## config.mk

```make
export PLATFORM = sky130hd
export DESIGN_NAME = keyed_byte_stream_cipher_core
export DESIGN_NICKNAME = d
export VERILOG_FILES = /design/src/hw/rtl/kbsc_pkg.sv /design/src/hw/rtl/kbsc_ctrl.sv /design/src/hw/rtl/kbsc_dp.sv /design/src/hw/rtl/keyed_byte_stream_cipher_core.sv
export SDC_FILE = /design/constraint.sdc
export NUM_CORES = 1
export LEC_CHECK = 0
export ABC_AREA = 1
export BUFFER_PORTS_ARGS = -buffer_cell sky130_fd_sc_hd__buf_4
export CAP_MARGIN = 20
export CORE_ASPECT_RATIO = 0.6
export CORE_MARGIN = 4
export CORE_UTILIZATION = 50
export DETAILED_ROUTE_END_ITERATION = 12
export PLACE_DENSITY_LB_ADDON = 0.2
export SKIP_LAST_GASP = 1
export SLEW_MARGIN = 20
export SYNTH_ARGS = -nofsm -noshare
export SYNTH_HDL_FRONTEND = slang
export SYNTH_HIERARCHICAL = 1
export SYNTH_SLANG_ARGS = --single-unit
```

## constraint.sdc

```tcl
create_clock -name clk -period 15.5 [get_ports clk]
set_input_delay 0 -clock clk [delete_from_list [all_inputs] [get_ports clk]]
set_output_delay 0 -clock clk [all_outputs]
set_load 0.1 [all_outputs]
```

## src/hw/rtl/kbsc_pkg.sv

```systemverilog
// kbsc_pkg: shared types and constants of the keyed byte stream cipher
// used by kbsc_ctrl, kbsc_dp and keyed_byte_stream_cipher_core; no dependencies
`default_nettype none

package kbsc_pkg;

    localparam int KEY_BYTES_DEF = 16;
    localparam int KEY_BYTES_MAX = 16;

    localparam int SEED_W  = 13;
    localparam int MIXER_W = 18;
    localparam int KPOS_W  = 4;
    localparam int KLEN_W  = 5;
    localparam int BYTE_W  = 8;
    localparam int REM_W   = 9;
    localparam int BIT_W   = 4;
    localparam int CFG_W   = 64;
    localparam int CIDX_W  = 2;
    localparam int PROD_W  = 22;

    localparam logic [SEED_W-1:0]  SEED_INIT     = 13'd257;
    localparam logic [MIXER_W-1:0] MIXER_INIT    = 18'd13;
    localparam logic [SEED_W:0]    MIX_ADD       = 14'd7;
    localparam logic [KLEN_W-1:0]  KEY_LEN_RESET = 5'd16;
    localparam logic [BIT_W-1:0]   DIV_TOP_BIT   = 4'(SEED_W - 1);

    // configuration register indexes
    localparam logic [CIDX_W-1:0] CFG_KEY_LOW  = 2'd0;
    localparam logic [CIDX_W-1:0] CFG_KEY_HIGH = 2'd1;
    localparam logic [CIDX_W-1:0] CFG_KEY_LEN  = 2'd2;

    typedef enum logic [1:0] {
        ST_IDLE,
        ST_DIV,
        ST_STEP
    } state_t;

    // commands from controller to datapath
    typedef struct packed {
        logic              load_start;
        logic              step_in;
        logic              step_held;
        logic              div_step;
        logic              div_last;
        logic [KPOS_W-1:0] kidx;
        logic [BIT_W-1:0]  bit_idx;
    } cmd_t;

    // status from datapath to controller
    typedef struct packed {
        logic              out_valid;
        logic [KLEN_W-1:0] used_len;
    } sts_t;

endpackage

`default_nettype wire

```

## src/hw/rtl/kbsc_ctrl.sv

```systemverilog
// kbsc_ctrl: sequencer of the cipher: item handshake and key schedule counters
// depends on kbsc_pkg
`default_nettype none

module kbsc_ctrl (
    input  wire logic           clk,
    input  wire logic           rst_n,
    input  wire logic           in_valid,
    input  wire logic           msg_start,
    input  wire logic           out_stall,
    input  wire kbsc_pkg::sts_t sts,
    output logic                in_stall,
    output kbsc_pkg::cmd_t      cmd
);

    kbsc_pkg::state_t              state_reg, state_next;
    logic [kbsc_pkg::KPOS_W-1:0]   kidx_reg, kidx_next;
    logic [kbsc_pkg::BIT_W-1:0]    bit_reg, bit_next;
    logic                          out_free;
    logic                          accept;
    logic                          last_key;

    always_ff @(posedge clk or negedge rst_n)
    begin
        if (!rst_n)
        begin
            state_reg <= kbsc_pkg::ST_IDLE;
            kidx_reg  <= '0;
            bit_reg   <= '0;
        end
        else
        begin
            state_reg <= state_next;
            kidx_reg  <= kidx_next;
            bit_reg   <= bit_next;
        end
    end

    assign out_free = !sts.out_valid || !out_stall;
    assign last_key = ({1'b0, kidx_reg} + 5'd1) >= sts.used_len;

    always_comb
    begin
        state_next     = state_reg;
        kidx_next      = kidx_reg;
        bit_next       = bit_reg;
        in_stall       = 1'b1;
        accept         = 1'b0;
        cmd            = '0;
        cmd.kidx       = kidx_reg;
        cmd.bit_idx    = bit_reg;
        case (state_reg)
            kbsc_pkg::ST_IDLE:
            begin
                in_stall = !out_free;
                accept   = in_valid && out_free;
                if (accept)
                begin
                    if (msg_start)
                    begin
                        cmd.load_start = 1'b1;
                        kidx_next      = '0;
                        bit_next       = kbsc_pkg::DIV_TOP_BIT;
                        state_next     = kbsc_pkg::ST_DIV;
                    end
                    else
                    begin
                        cmd.step_in = 1'b1;
                    end
                end
            end
            kbsc_pkg::ST_DIV:
            begin
                cmd.div_step = 1'b1;
                if (bit_reg == '0)
                begin
                    cmd.div_last = 1'b1;
                    bit_next     = kbsc_pkg::DIV_TOP_BIT;
                    if (last_key)
                    begin
                        state_next = kbsc_pkg::ST_STEP;
                    end
                    else
                    begin
                        kidx_next = kidx_reg + 4'd1;
                    end
                end
                else
                begin
                    bit_next = bit_reg - 4'd1;
                end
            end
            kbsc_pkg::ST_STEP:
            begin
                if (out_free)
                begin
                    cmd.step_held = 1'b1;
                    state_next    = kbsc_pkg::ST_IDLE;
                end
            end
            default:
            begin
                state_next = kbsc_pkg::ST_IDLE;
            end
        endcase
    end

endmodule

`default_nettype wire

```

## src/hw/rtl/kbsc_dp.sv

```systemverilog
// kbsc_dp: datapath of the cipher: key registers, seed/mixer state,
// restoring remainder unit and output register; depends on kbsc_pkg
`default_nettype none

module kbsc_dp #(
    parameter int KEY_BYTES = kbsc_pkg::KEY_BYTES_DEF
) (
    input  wire logic                          clk,
    input  wire logic                          rst_n,
    input  wire logic                          cfg_wr_en,
    input  wire logic [kbsc_pkg::CIDX_W-1:0]   cfg_index,
    input  wire logic [kbsc_pkg::CFG_W-1:0]    cfg_data,
    input  wire logic [kbsc_pkg::BYTE_W-1:0]   data_byte,
    input  wire logic                          out_stall,
    input  wire kbsc_pkg::cmd_t                cmd,
    output kbsc_pkg::sts_t                     sts,
    output logic                               out_valid,
    output logic [kbsc_pkg::BYTE_W-1:0]        out_byte
);

    localparam logic [kbsc_pkg::KLEN_W-1:0] LEN_CAP = kbsc_pkg::KLEN_W'(
        (KEY_BYTES < kbsc_pkg::KEY_BYTES_MAX) ? KEY_BYTES : kbsc_pkg::KEY_BYTES_MAX);

    logic [kbsc_pkg::CFG_W-1:0]    key_low_reg, key_high_reg;
    logic [kbsc_pkg::KLEN_W-1:0]   key_len_reg;
    logic [kbsc_pkg::SEED_W-1:0]   seed_reg, seed_next;
    logic [kbsc_pkg::MIXER_W-1:0]  mixer_reg, mixer_next;
    logic [kbsc_pkg::KPOS_W-1:0]   key_pos_reg, key_pos_next;
    logic [kbsc_pkg::REM_W-1:0]    rem_reg, rem_next;
    logic [kbsc_pkg::BYTE_W-1:0]   data_reg;
    logic                          out_valid_reg, out_valid_next;
    logic [kbsc_pkg::BYTE_W-1:0]   out_byte_reg, out_byte_next;

    logic [kbsc_pkg::KLEN_W-1:0]   used_len;
    logic [2*kbsc_pkg::CFG_W-1:0]  key_all;
    logic [kbsc_pkg::KPOS_W-1:0]   key_sel;
    logic [kbsc_pkg::BYTE_W-1:0]   key_byte;
    logic [kbsc_pkg::REM_W:0]      rem_shift;
    logic [kbsc_pkg::REM_W:0]      divisor;
    logic [kbsc_pkg::REM_W-1:0]    rem_new;
    logic [kbsc_pkg::SEED_W-1:0]   seed_sum;
    logic [kbsc_pkg::SEED_W:0]     mul_a;
    logic [kbsc_pkg::PROD_W-1:0]   product;
    logic [kbsc_pkg::PROD_W-1:0]   mix_sum;
    logic [kbsc_pkg::BYTE_W-1:0]   data_sel;
    logic [kbsc_pkg::KLEN_W-1:0]   pos_inc;
    logic                          do_step;

    // configuration registers
    always_ff @(posedge clk or negedge rst_n)
    begin
        if (!rst_n)
        begin
            key_low_reg  <= '0;
            key_high_reg <= '0;
            key_len_reg  <= kbsc_pkg::KEY_LEN_RESET;
        end
        else if (cfg_wr_en)
        begin
            case (cfg_index)
                kbsc_pkg::CFG_KEY_LOW:  key_low_reg  <= cfg_data;
                kbsc_pkg::CFG_KEY_HIGH: key_high_reg <= cfg_data;
                kbsc_pkg::CFG_KEY_LEN:  key_len_reg  <= cfg_data[kbsc_pkg::KLEN_W-1:0];
                default:                key_len_reg  <= key_len_reg;
            endcase
        end
    end

    always_comb
    begin
        if (key_len_reg == '0)
            used_len = 5'd1;
        else if (key_len_reg > LEN_CAP)
            used_len = LEN_CAP;
        else
            used_len = key_len_reg;
    end

    // one key byte read: schedule index while dividing, stream position otherwise
    assign key_all  = {key_high_reg, key_low_reg};
    assign key_sel  = cmd.div_step ? cmd.kidx : key_pos_reg;
    assign key_byte = key_all[key_sel*kbsc_pkg::BYTE_W +: kbsc_pkg::BYTE_W];

    // restoring remainder, one dividend bit per cycle
    assign rem_shift = {rem_reg, seed_reg[cmd.bit_idx]};
    assign divisor   = {2'b00, key_byte} + 10'd1;
    assign rem_new   = (rem_shift >= divisor) ? kbsc_pkg::REM_W'(rem_shift - divisor)
                                              : rem_shift[kbsc_pkg::REM_W-1:0];

    // keystream step
    assign seed_sum = seed_reg + {5'b0, key_byte};
    assign mul_a    = {1'b0, seed_sum} + kbsc_pkg::MIX_ADD;
    assign product  = kbsc_pkg::PROD_W'(mul_a * mixer_reg[kbsc_pkg::BYTE_W-1:0]);
    assign mix_sum  = product + {12'b0, mixer_reg[kbsc_pkg::MIXER_W-1:kbsc_pkg::BYTE_W]};
    assign data_sel = cmd.step_in ? data_byte : data_reg;
    assign pos_inc  = {1'b0, key_pos_reg} + 5'd1;
    assign do_step  = cmd.step_in || cmd.step_held;

    always_comb
    begin
        seed_next      = seed_reg;
        mixer_next     = mixer_reg;
        key_pos_next   = key_pos_reg;
        rem_next       = rem_reg;
        out_byte_next  = out_byte_reg;
        out_valid_next = out_valid_reg && out_stall;
        if (cmd.load_start)
        begin
            seed_next    = kbsc_pkg::SEED_INIT;
            mixer_next   = kbsc_pkg::MIXER_INIT;
            key_pos_next = '0;
            rem_next     = '0;
        end
        else if (cmd.div_step)
        begin
            rem_next = rem_new;
            if (cmd.div_last)
            begin
                seed_next = seed_reg + {4'b0, rem_new};
                rem_next  = '0;
            end
        end
        else if (do_step)
        begin
            mixer_next     = mix_sum[kbsc_pkg::MIXER_W-1:0];
            seed_next      = {5'b0, mix_sum[kbsc_pkg::BYTE_W-1:0]};
            key_pos_next   = (pos_inc >= used_len) ? '0 : pos_inc[kbsc_pkg::KPOS_W-1:0];
            out_byte_next  = data_sel ^ mix_sum[kbsc_pkg::BYTE_W-1:0];
            out_valid_next = 1'b1;
        end
    end

    always_ff @(posedge clk or negedge rst_n)
    begin
        if (!rst_n)
        begin
            seed_reg      <= '0;
            mixer_reg     <= kbsc_pkg::MIXER_INIT;
            key_pos_reg   <= '0;
            rem_reg       <= '0;
            out_valid_reg <= 1'b0;
        end
        else
        begin
            seed_reg      <= seed_next;
            mixer_reg     <= mixer_next;
            key_pos_reg   <= key_pos_next;
            rem_reg       <= rem_next;
            out_valid_reg <= out_valid_next;
        end
    end

    // payload registers
    always_ff @(posedge clk)
    begin
        out_byte_reg <= out_byte_next;
        if (cmd.load_start)
            data_reg <= data_byte;
    end

    assign sts.out_valid = out_valid_reg;
    assign sts.used_len  = used_len;
    assign out_valid     = out_valid_reg;
    assign out_byte      = out_byte_reg;

endmodule

`default_nettype wire

```

## src/hw/rtl/keyed_byte_stream_cipher_core.sv

```systemverilog
// keyed_byte_stream_cipher_core: top level of the keyed byte stream cipher
// depends on kbsc_pkg, kbsc_ctrl and kbsc_dp
//
// usage
//   - key bytes and key length are written through cfg_wr_en/cfg_index/cfg_data
//     while the core is idle; key_len 0 acts as 1, values above the key size clamp
//   - input items (data_byte, msg_start) arrive on in_valid/in_stall, results
//     (out_byte) leave on out_valid/out_stall; one result per item, in order
//   - an item without msg_start is stepped in its accept cycle; its result sits
//     in the output register in the following cycle, so a message streams one item
//     per cycle while the receiver keeps up
//   - an item with msg_start first runs the key schedule: a restoring remainder
//     unit takes one dividend bit per cycle, every seed bit for each key byte, and
//     the item is then stepped once the output is free; in_stall stays high
//     until then
//   - a stalled receiver holds the output register; a new item is still taken
//     in the cycle the held result is taken
//   - reset clears the key to zero, key length to 16, seed to 0, mixer to 13
//     and key position to 0; bytes sent before any message start run from there
`default_nettype none

module keyed_byte_stream_cipher_core #(
    parameter int KEY_BYTES = kbsc_pkg::KEY_BYTES_DEF
) (
    input  wire logic                         clk,
    input  wire logic                         rst_n,
    // configuration write port
    input  wire logic                         cfg_wr_en,
    input  wire logic [kbsc_pkg::CIDX_W-1:0]  cfg_index,
    input  wire logic [kbsc_pkg::CFG_W-1:0]   cfg_data,
    // input item channel
    input  wire logic                         in_valid,
    output logic                              in_stall,
    input  wire logic [kbsc_pkg::BYTE_W-1:0]  data_byte,
    input  wire logic                         msg_start,
    // result item channel
    output logic                              out_valid,
    input  wire logic                         out_stall,
    output logic [kbsc_pkg::BYTE_W-1:0]       out_byte
);

    kbsc_pkg::cmd_t cmd;
    kbsc_pkg::sts_t sts;

    // sequencer: handshake, key schedule counters
    kbsc_ctrl u_ctrl (
        .clk       (clk),
        .rst_n     (rst_n),
        .in_valid  (in_valid),
        .msg_start (msg_start),
        .out_stall (out_stall),
        .sts       (sts),
        .in_stall  (in_stall),
        .cmd       (cmd)
    );

    // key registers, generator state, remainder unit, output register
    kbsc_dp #(
        .KEY_BYTES (KEY_BYTES)
    ) u_dp (
        .clk       (clk),
        .rst_n     (rst_n),
        .cfg_wr_en (cfg_wr_en),
        .cfg_index (cfg_index),
        .cfg_data  (cfg_data),
        .data_byte (data_byte),
        .out_stall (out_stall),
        .cmd       (cmd),
        .sts       (sts),
        .out_valid (out_valid),
        .out_byte  (out_byte)
    );

endmodule

`default_nettype wire
```

After elaboration in Yosys (flattened, before gate mapping):

Cells that the tools add are included.

* register bits after elaboration: 204
* latch bits: 0
* RAM bits: 0
* bits in read-only memories: 0
* bits of input ports: 80
* output and inout port bits: 10
* memories kept: 0

* add/sub/neg operators: 10
* multiply operators: 1
* divide/modulo/power cells: 0
* order comparisons: 5
* eq/ne operators: 12
* shift-type cells: 1
* mux-type cells: 48
* bitwise logic cells: 3
* reductions and logical operators: 24

Operator list (count)
* $shiftx A128 B8 Y8: 1
* $mux W18: 3
* $mux W13: 4
* $mux W4: 12
* $mux W9: 4
* $add A18 B10 Y18: 1
* $mul A14 B8 Y18: 1
* $mux W2: 8
* $pmux W4 S2: 2
* $add A13 B3 Y14 const B: 1
* $add A13 B8 Y13: 1
* $add A13 B9 Y13: 1
* $add A4 B1 Y5 const B: 2
* $ge A10 B9 Y1: 1
* $ge A5 B5 Y1: 2
* $mux W1: 10
* $mux W5: 2
* $reduce_and A2 Y1: 5
* $reduce_and A5 Y1: 2
* $add A8 B1 Y9 const B: 1
* $sub A9 B9 Y9: 1
* $mux W8: 1
* $ne A2 B1 Y1 const B: 4
* $xor A8 B8 Y8: 1
* 20 further kinds: 33

Depth between registers and ports, before layout:

* word-level depth: 12
* depth in mapped cells: 50
* gate-level depth less buffers: 46

Cells and area by module:

The synthesis kept the hierarchy.

Modules (own cells, without submodules)
* kbsc_dp: times used 1, cells each 1806, area each 14293.7 µm², seq. area each 4939.7 µm²
* kbsc_ctrl: times used 1, cells each 110, area each 777.0 µm², seq. area each 250.2 µm²

Worst setup path before layout:

No wires, ideal clock.

* kind: flip-flop to flip-flop
* start point: reg u_ctrl.state_reg[1]
* end point: reg u_dp/mixer_reg[16] in the netlist's numbering
* library setup time: 0.095 ns
* arrival: 7.091 ns
* data required time: 15.405 ns
* setup slack: 8.313 ns
* stages on the path, launching flop included: 45
* buffers on the path: 3
* clock period less this slack: 7.187 ns
* path through: dfrtp_1 > nor2_4 > buf_4 > buf_4 > nand2_1 > o21ai_4 > buf_4 > mux2i_1 > nand2_1 > nand3_1 > nand3_1 > nand2_1 > inv_1 > ha_1 > fa_1 > inv_1 > ha_1 > nand2_1 > (+9 left out) > inv_1 > fa_1 > fa_1 > inv_1 > fa_1 > inv_1 > ha_1 > nand2_1 > nor3_1 > nand3_1 > o2111ai_1 > nand2_1 > inv_1 > nor2_1 > inv_1 > a21oi_1 > xor2_1 > o31ai_1

RTL lines
* from (decl): RTL line kbsc_ctrl.sv:16 `kbsc_pkg::state_t state_reg, state_next;`
* from (signal assigned): RTL line kbsc_ctrl.sv:27 `state_reg <= kbsc_pkg::ST_IDLE;`
* from (signal assigned): RTL line kbsc_ctrl.sv:33 `state_reg <= state_next;`
* to (signal assigned): RTL line kbsc_dp.sv:138 `mixer_reg <= kbsc_pkg::MIXER_INIT;`
* to (signal assigned): RTL line kbsc_dp.sv:146 `mixer_reg <= mixer_next;`
* to (decl): RTL line kbsc_dp.sv:27 `logic [kbsc_pkg::MIXER_W-1:0] mixer_reg, mixer_next;`

==> results by group <==
Timing
  • Final Skew: 33.14 ps
  • Setup_tns: 0 ps
  • Worst slew margin: 0.3421
  • Final cycle utilization of the critical path: 0.6045
  • Count of final max-slew check failures: 0
  • Slew at the pin with the worst max-slew slack: 986.8 ps
  • Fmax achieved: 106.7 MHz
  • Hold Violations, Final: 0
  • RSZ-0062 raised after global routing: no
  • Minimum clock period after layout: 9370 ps
  • Number of endpoints failing setup at the final stage: 0

Worst hold path
  • Path class of the lowest-slack min-delay path: in2reg

Finish
  • Leading cell type in the layout, fill and taps excluded: sky130_fd_sc_hd__nand2_1
  • Number of antenna repair diodes: 0
  • Relative area change from synthesis to final layout: 16.97%
  • Fillcell total: 2603
  • Area of the multi-input gates: 8220 µm²
  • Register Area: 5190 µm²
  • Final Net Count: 2289
  • Layout cells sized above 1: 0.09758
  • Most used cells in the layout excluding fill and tap cells: 400 x sky130_fd_sc_hd__nand2_1, 360 x sky130_fd_sc_hd__inv_1, 222 x sky130_fd_sc_hd__o21ai_0, 184 x sky130_fd_sc_hd__dfrtp_1, 121 x sky130_fd_sc_hd__nor2_1

Global routing
  • Global-route wire length before repair: 70100 µm
  • Global route total overflow: 0
  • Global Route Usage Sum: 0.2680
  • Initial antenna violation count: 0
  • Maximum number of pins on one net before global-route repair: 129
  • Vias in the first global route: 12650

Worst setup path
  • Slowest CP cell: sky130_fd_sc_hd__buf_4
  • Crit Path Category: reg2reg
  • Req. time, crit path: 15900 ps
  • Worst-path maximum fanout: 85
  • Endpoint kind of the worst setup timing path: flip-flop
  • Highest cell delay on the worst timing path: 800 ps
  • Arrival time at the worst endpoint: 9770 ps
  • Startpoint types: flip-flop

Yosys
  • Cell type with the highest aggregate area in the netlist: sky130_fd_sc_hd__dfrtp_1
  • Net Count, Synth: 2150
  • Sequential area share after synthesis: 0.3444
  • Distinct cells, synth: 55
  • Mean Syn Cell Area: 7.866 µm²
  • Dominant register cell in the synthesized netlist: sky130_fd_sc_hd__dfrtp_1
  • Ys Warns: 6
  • Post-synthesis async set-or-reset flop share: 0.9216
  • Post-synthesis instance area: 15070 µm²
  • Top cells by area, synth: sky130_fd_sc_hd__dfrtp_1 31%, sky130_fd_sc_hd__fa_1 11%, sky130_fd_sc_hd__nand2_1 10%
  • Synthesized netlist cell count: 1916
  • Area share of the largest cell type after synthesis: 0.3055
  • Number of synthesized flops with an enable pin: 16
  • Number of register bits inferred by synthesis: 204

Routing
  • Violation count after the first detailed-routing iteration: 1359
  • Detailed-route via count: 13180
  • DRC Markers: 0
  • First drt pass iteration count: 6
  • Vias per std cell: 5.334
  • Wire length after detailed routing: 43430 µm
  • Detail-routed net length per standard cell: 17.58 µm
  • Number of nets with antenna violations after detailed routing: 0

Clocking
  • Cell chosen for the clock root: sky130_fd_sc_hd__clkbuf_16
  • Inserted Clock Buffers: 22
  • Insertion delay to the later sink of the worst-skew pair: 550 ps
  • Reg clk slew, reported paths: 60 ps
  • Sinks on the clock net: 204
  • Number of levels in the clock H-tree: 1
  • Max Buffers Root-to-Sink: 3
  • TritonCTS clock tree: yes

Floorplan
  • Core box area: 29190 µm²
  • Cell Rows: 48
  • Die width: 232.1 µm
  • Die Footprint: 33070 µm²
  • Die H: 142.5 µm
  • Initial Util: 0.5163
  • I/O pin total: 90

Placed design
  • Buffers added on ports: 89
  • Detail Placement HPWL: 32610 µm
  • Final weighted congestion of routability-driven global placement: 0.9387

Run
  • Number of max-cap violations: 0

Status
  • Result of the run: complete, no violations
[cells in the mapped netlist (all sizes together) (23+ instances only)]
master and n:
a21oi 92, buf 23, clkbuf 41, dfrtp 184, fa 80, ha 74, inv 365, mux2i 34
nand2 416, nand3 112, nor2 135, o21ai 228, xor2 30
[cell type report]
type	count	share of cell area
sequential	204	0.2944
multi-input combinational	1279	0.4663
clock inverter	11	0.009085
tap	400	0.02839
inverter	369	0.07857
clock buffer	28	0.03478
timing repair buffer	179	0.08844
[cells by family after synthesis]
logic type / count (synthesis) / share of synthesized area
flops: 204 / 0.3444
buf+inv: 433 / 0.1118
mux: 34 / 0.02258
fa+ha+maj: 154 / 0.1677
compound gates: 356 / 0.1266
xor+xnor: 38 / 0.02457
simple gates: 697 / 0.2023
[stage by stage]
stage                     std cells  worst slack [ps]  utilization  area [µm²]  hold slack, ps
after floorplan                1916              8313            -       15070          -295.6
after global placement         2349              6476       0.5492       16030           192.7
after detailed placement       2349              6415       0.5492       16030           193.5
after CTS                      2470              6310       0.6038       17620           23.17
after global routing           2470              5629       0.6040       17630           92.04
final                          2470              6130       0.6040       17630           36.37
[final timing paths]
check	cells after the start	end	startpoint	slack (ps)
max	38	u_dp/mixer_reg[12]	u_ctrl/state_reg[1]	6130
min	4	u_dp/key_len_reg[4]	cfg_index[0]	40
max reg2reg	38	u_dp/mixer_reg[12]	u_ctrl/state_reg[1]	6130
min reg2reg	2	u_dp/mixer_reg[16]	u_dp/mixer_reg[16]	480
max in group asynchronous	3	u_dp/key_high_reg[19]	rst_n	13750
min in group asynchronous	2	u_dp/key_high_reg[53]	rst_n	120
[routing by layer]
metal	track usage	routed length, µm
met1	0.4351	20910
met2	0.3444	16170
met3	0.09960	5873
met4	0.02891	473
met5	0	0
[what timing repair did]
action,4_1_cts,5_1_grt
buffers inserted,0,0
hold buffers,82,0
setup endpoints to repair,0,0
hold endpoints to repair,262,0
resized for setup,0,0
[worst max-delay path: cells and delay by family, from the launching register on]
kind                     cells  cell delay, ps
XOR/XNOR                     1             570
buffers and inverters        7            1210
AO/OA/AOI/OAI                6             920
AND/OR/NAND/NOR             15            2280
adder cells (fa/ha/maj)      8            3440
flip-flops                   1             440
multiplexers                 1             290
Power is left out: the tool's default activity adds up to more than one toggle a clock period on the data nets, which glitch-free logic cannot reach.
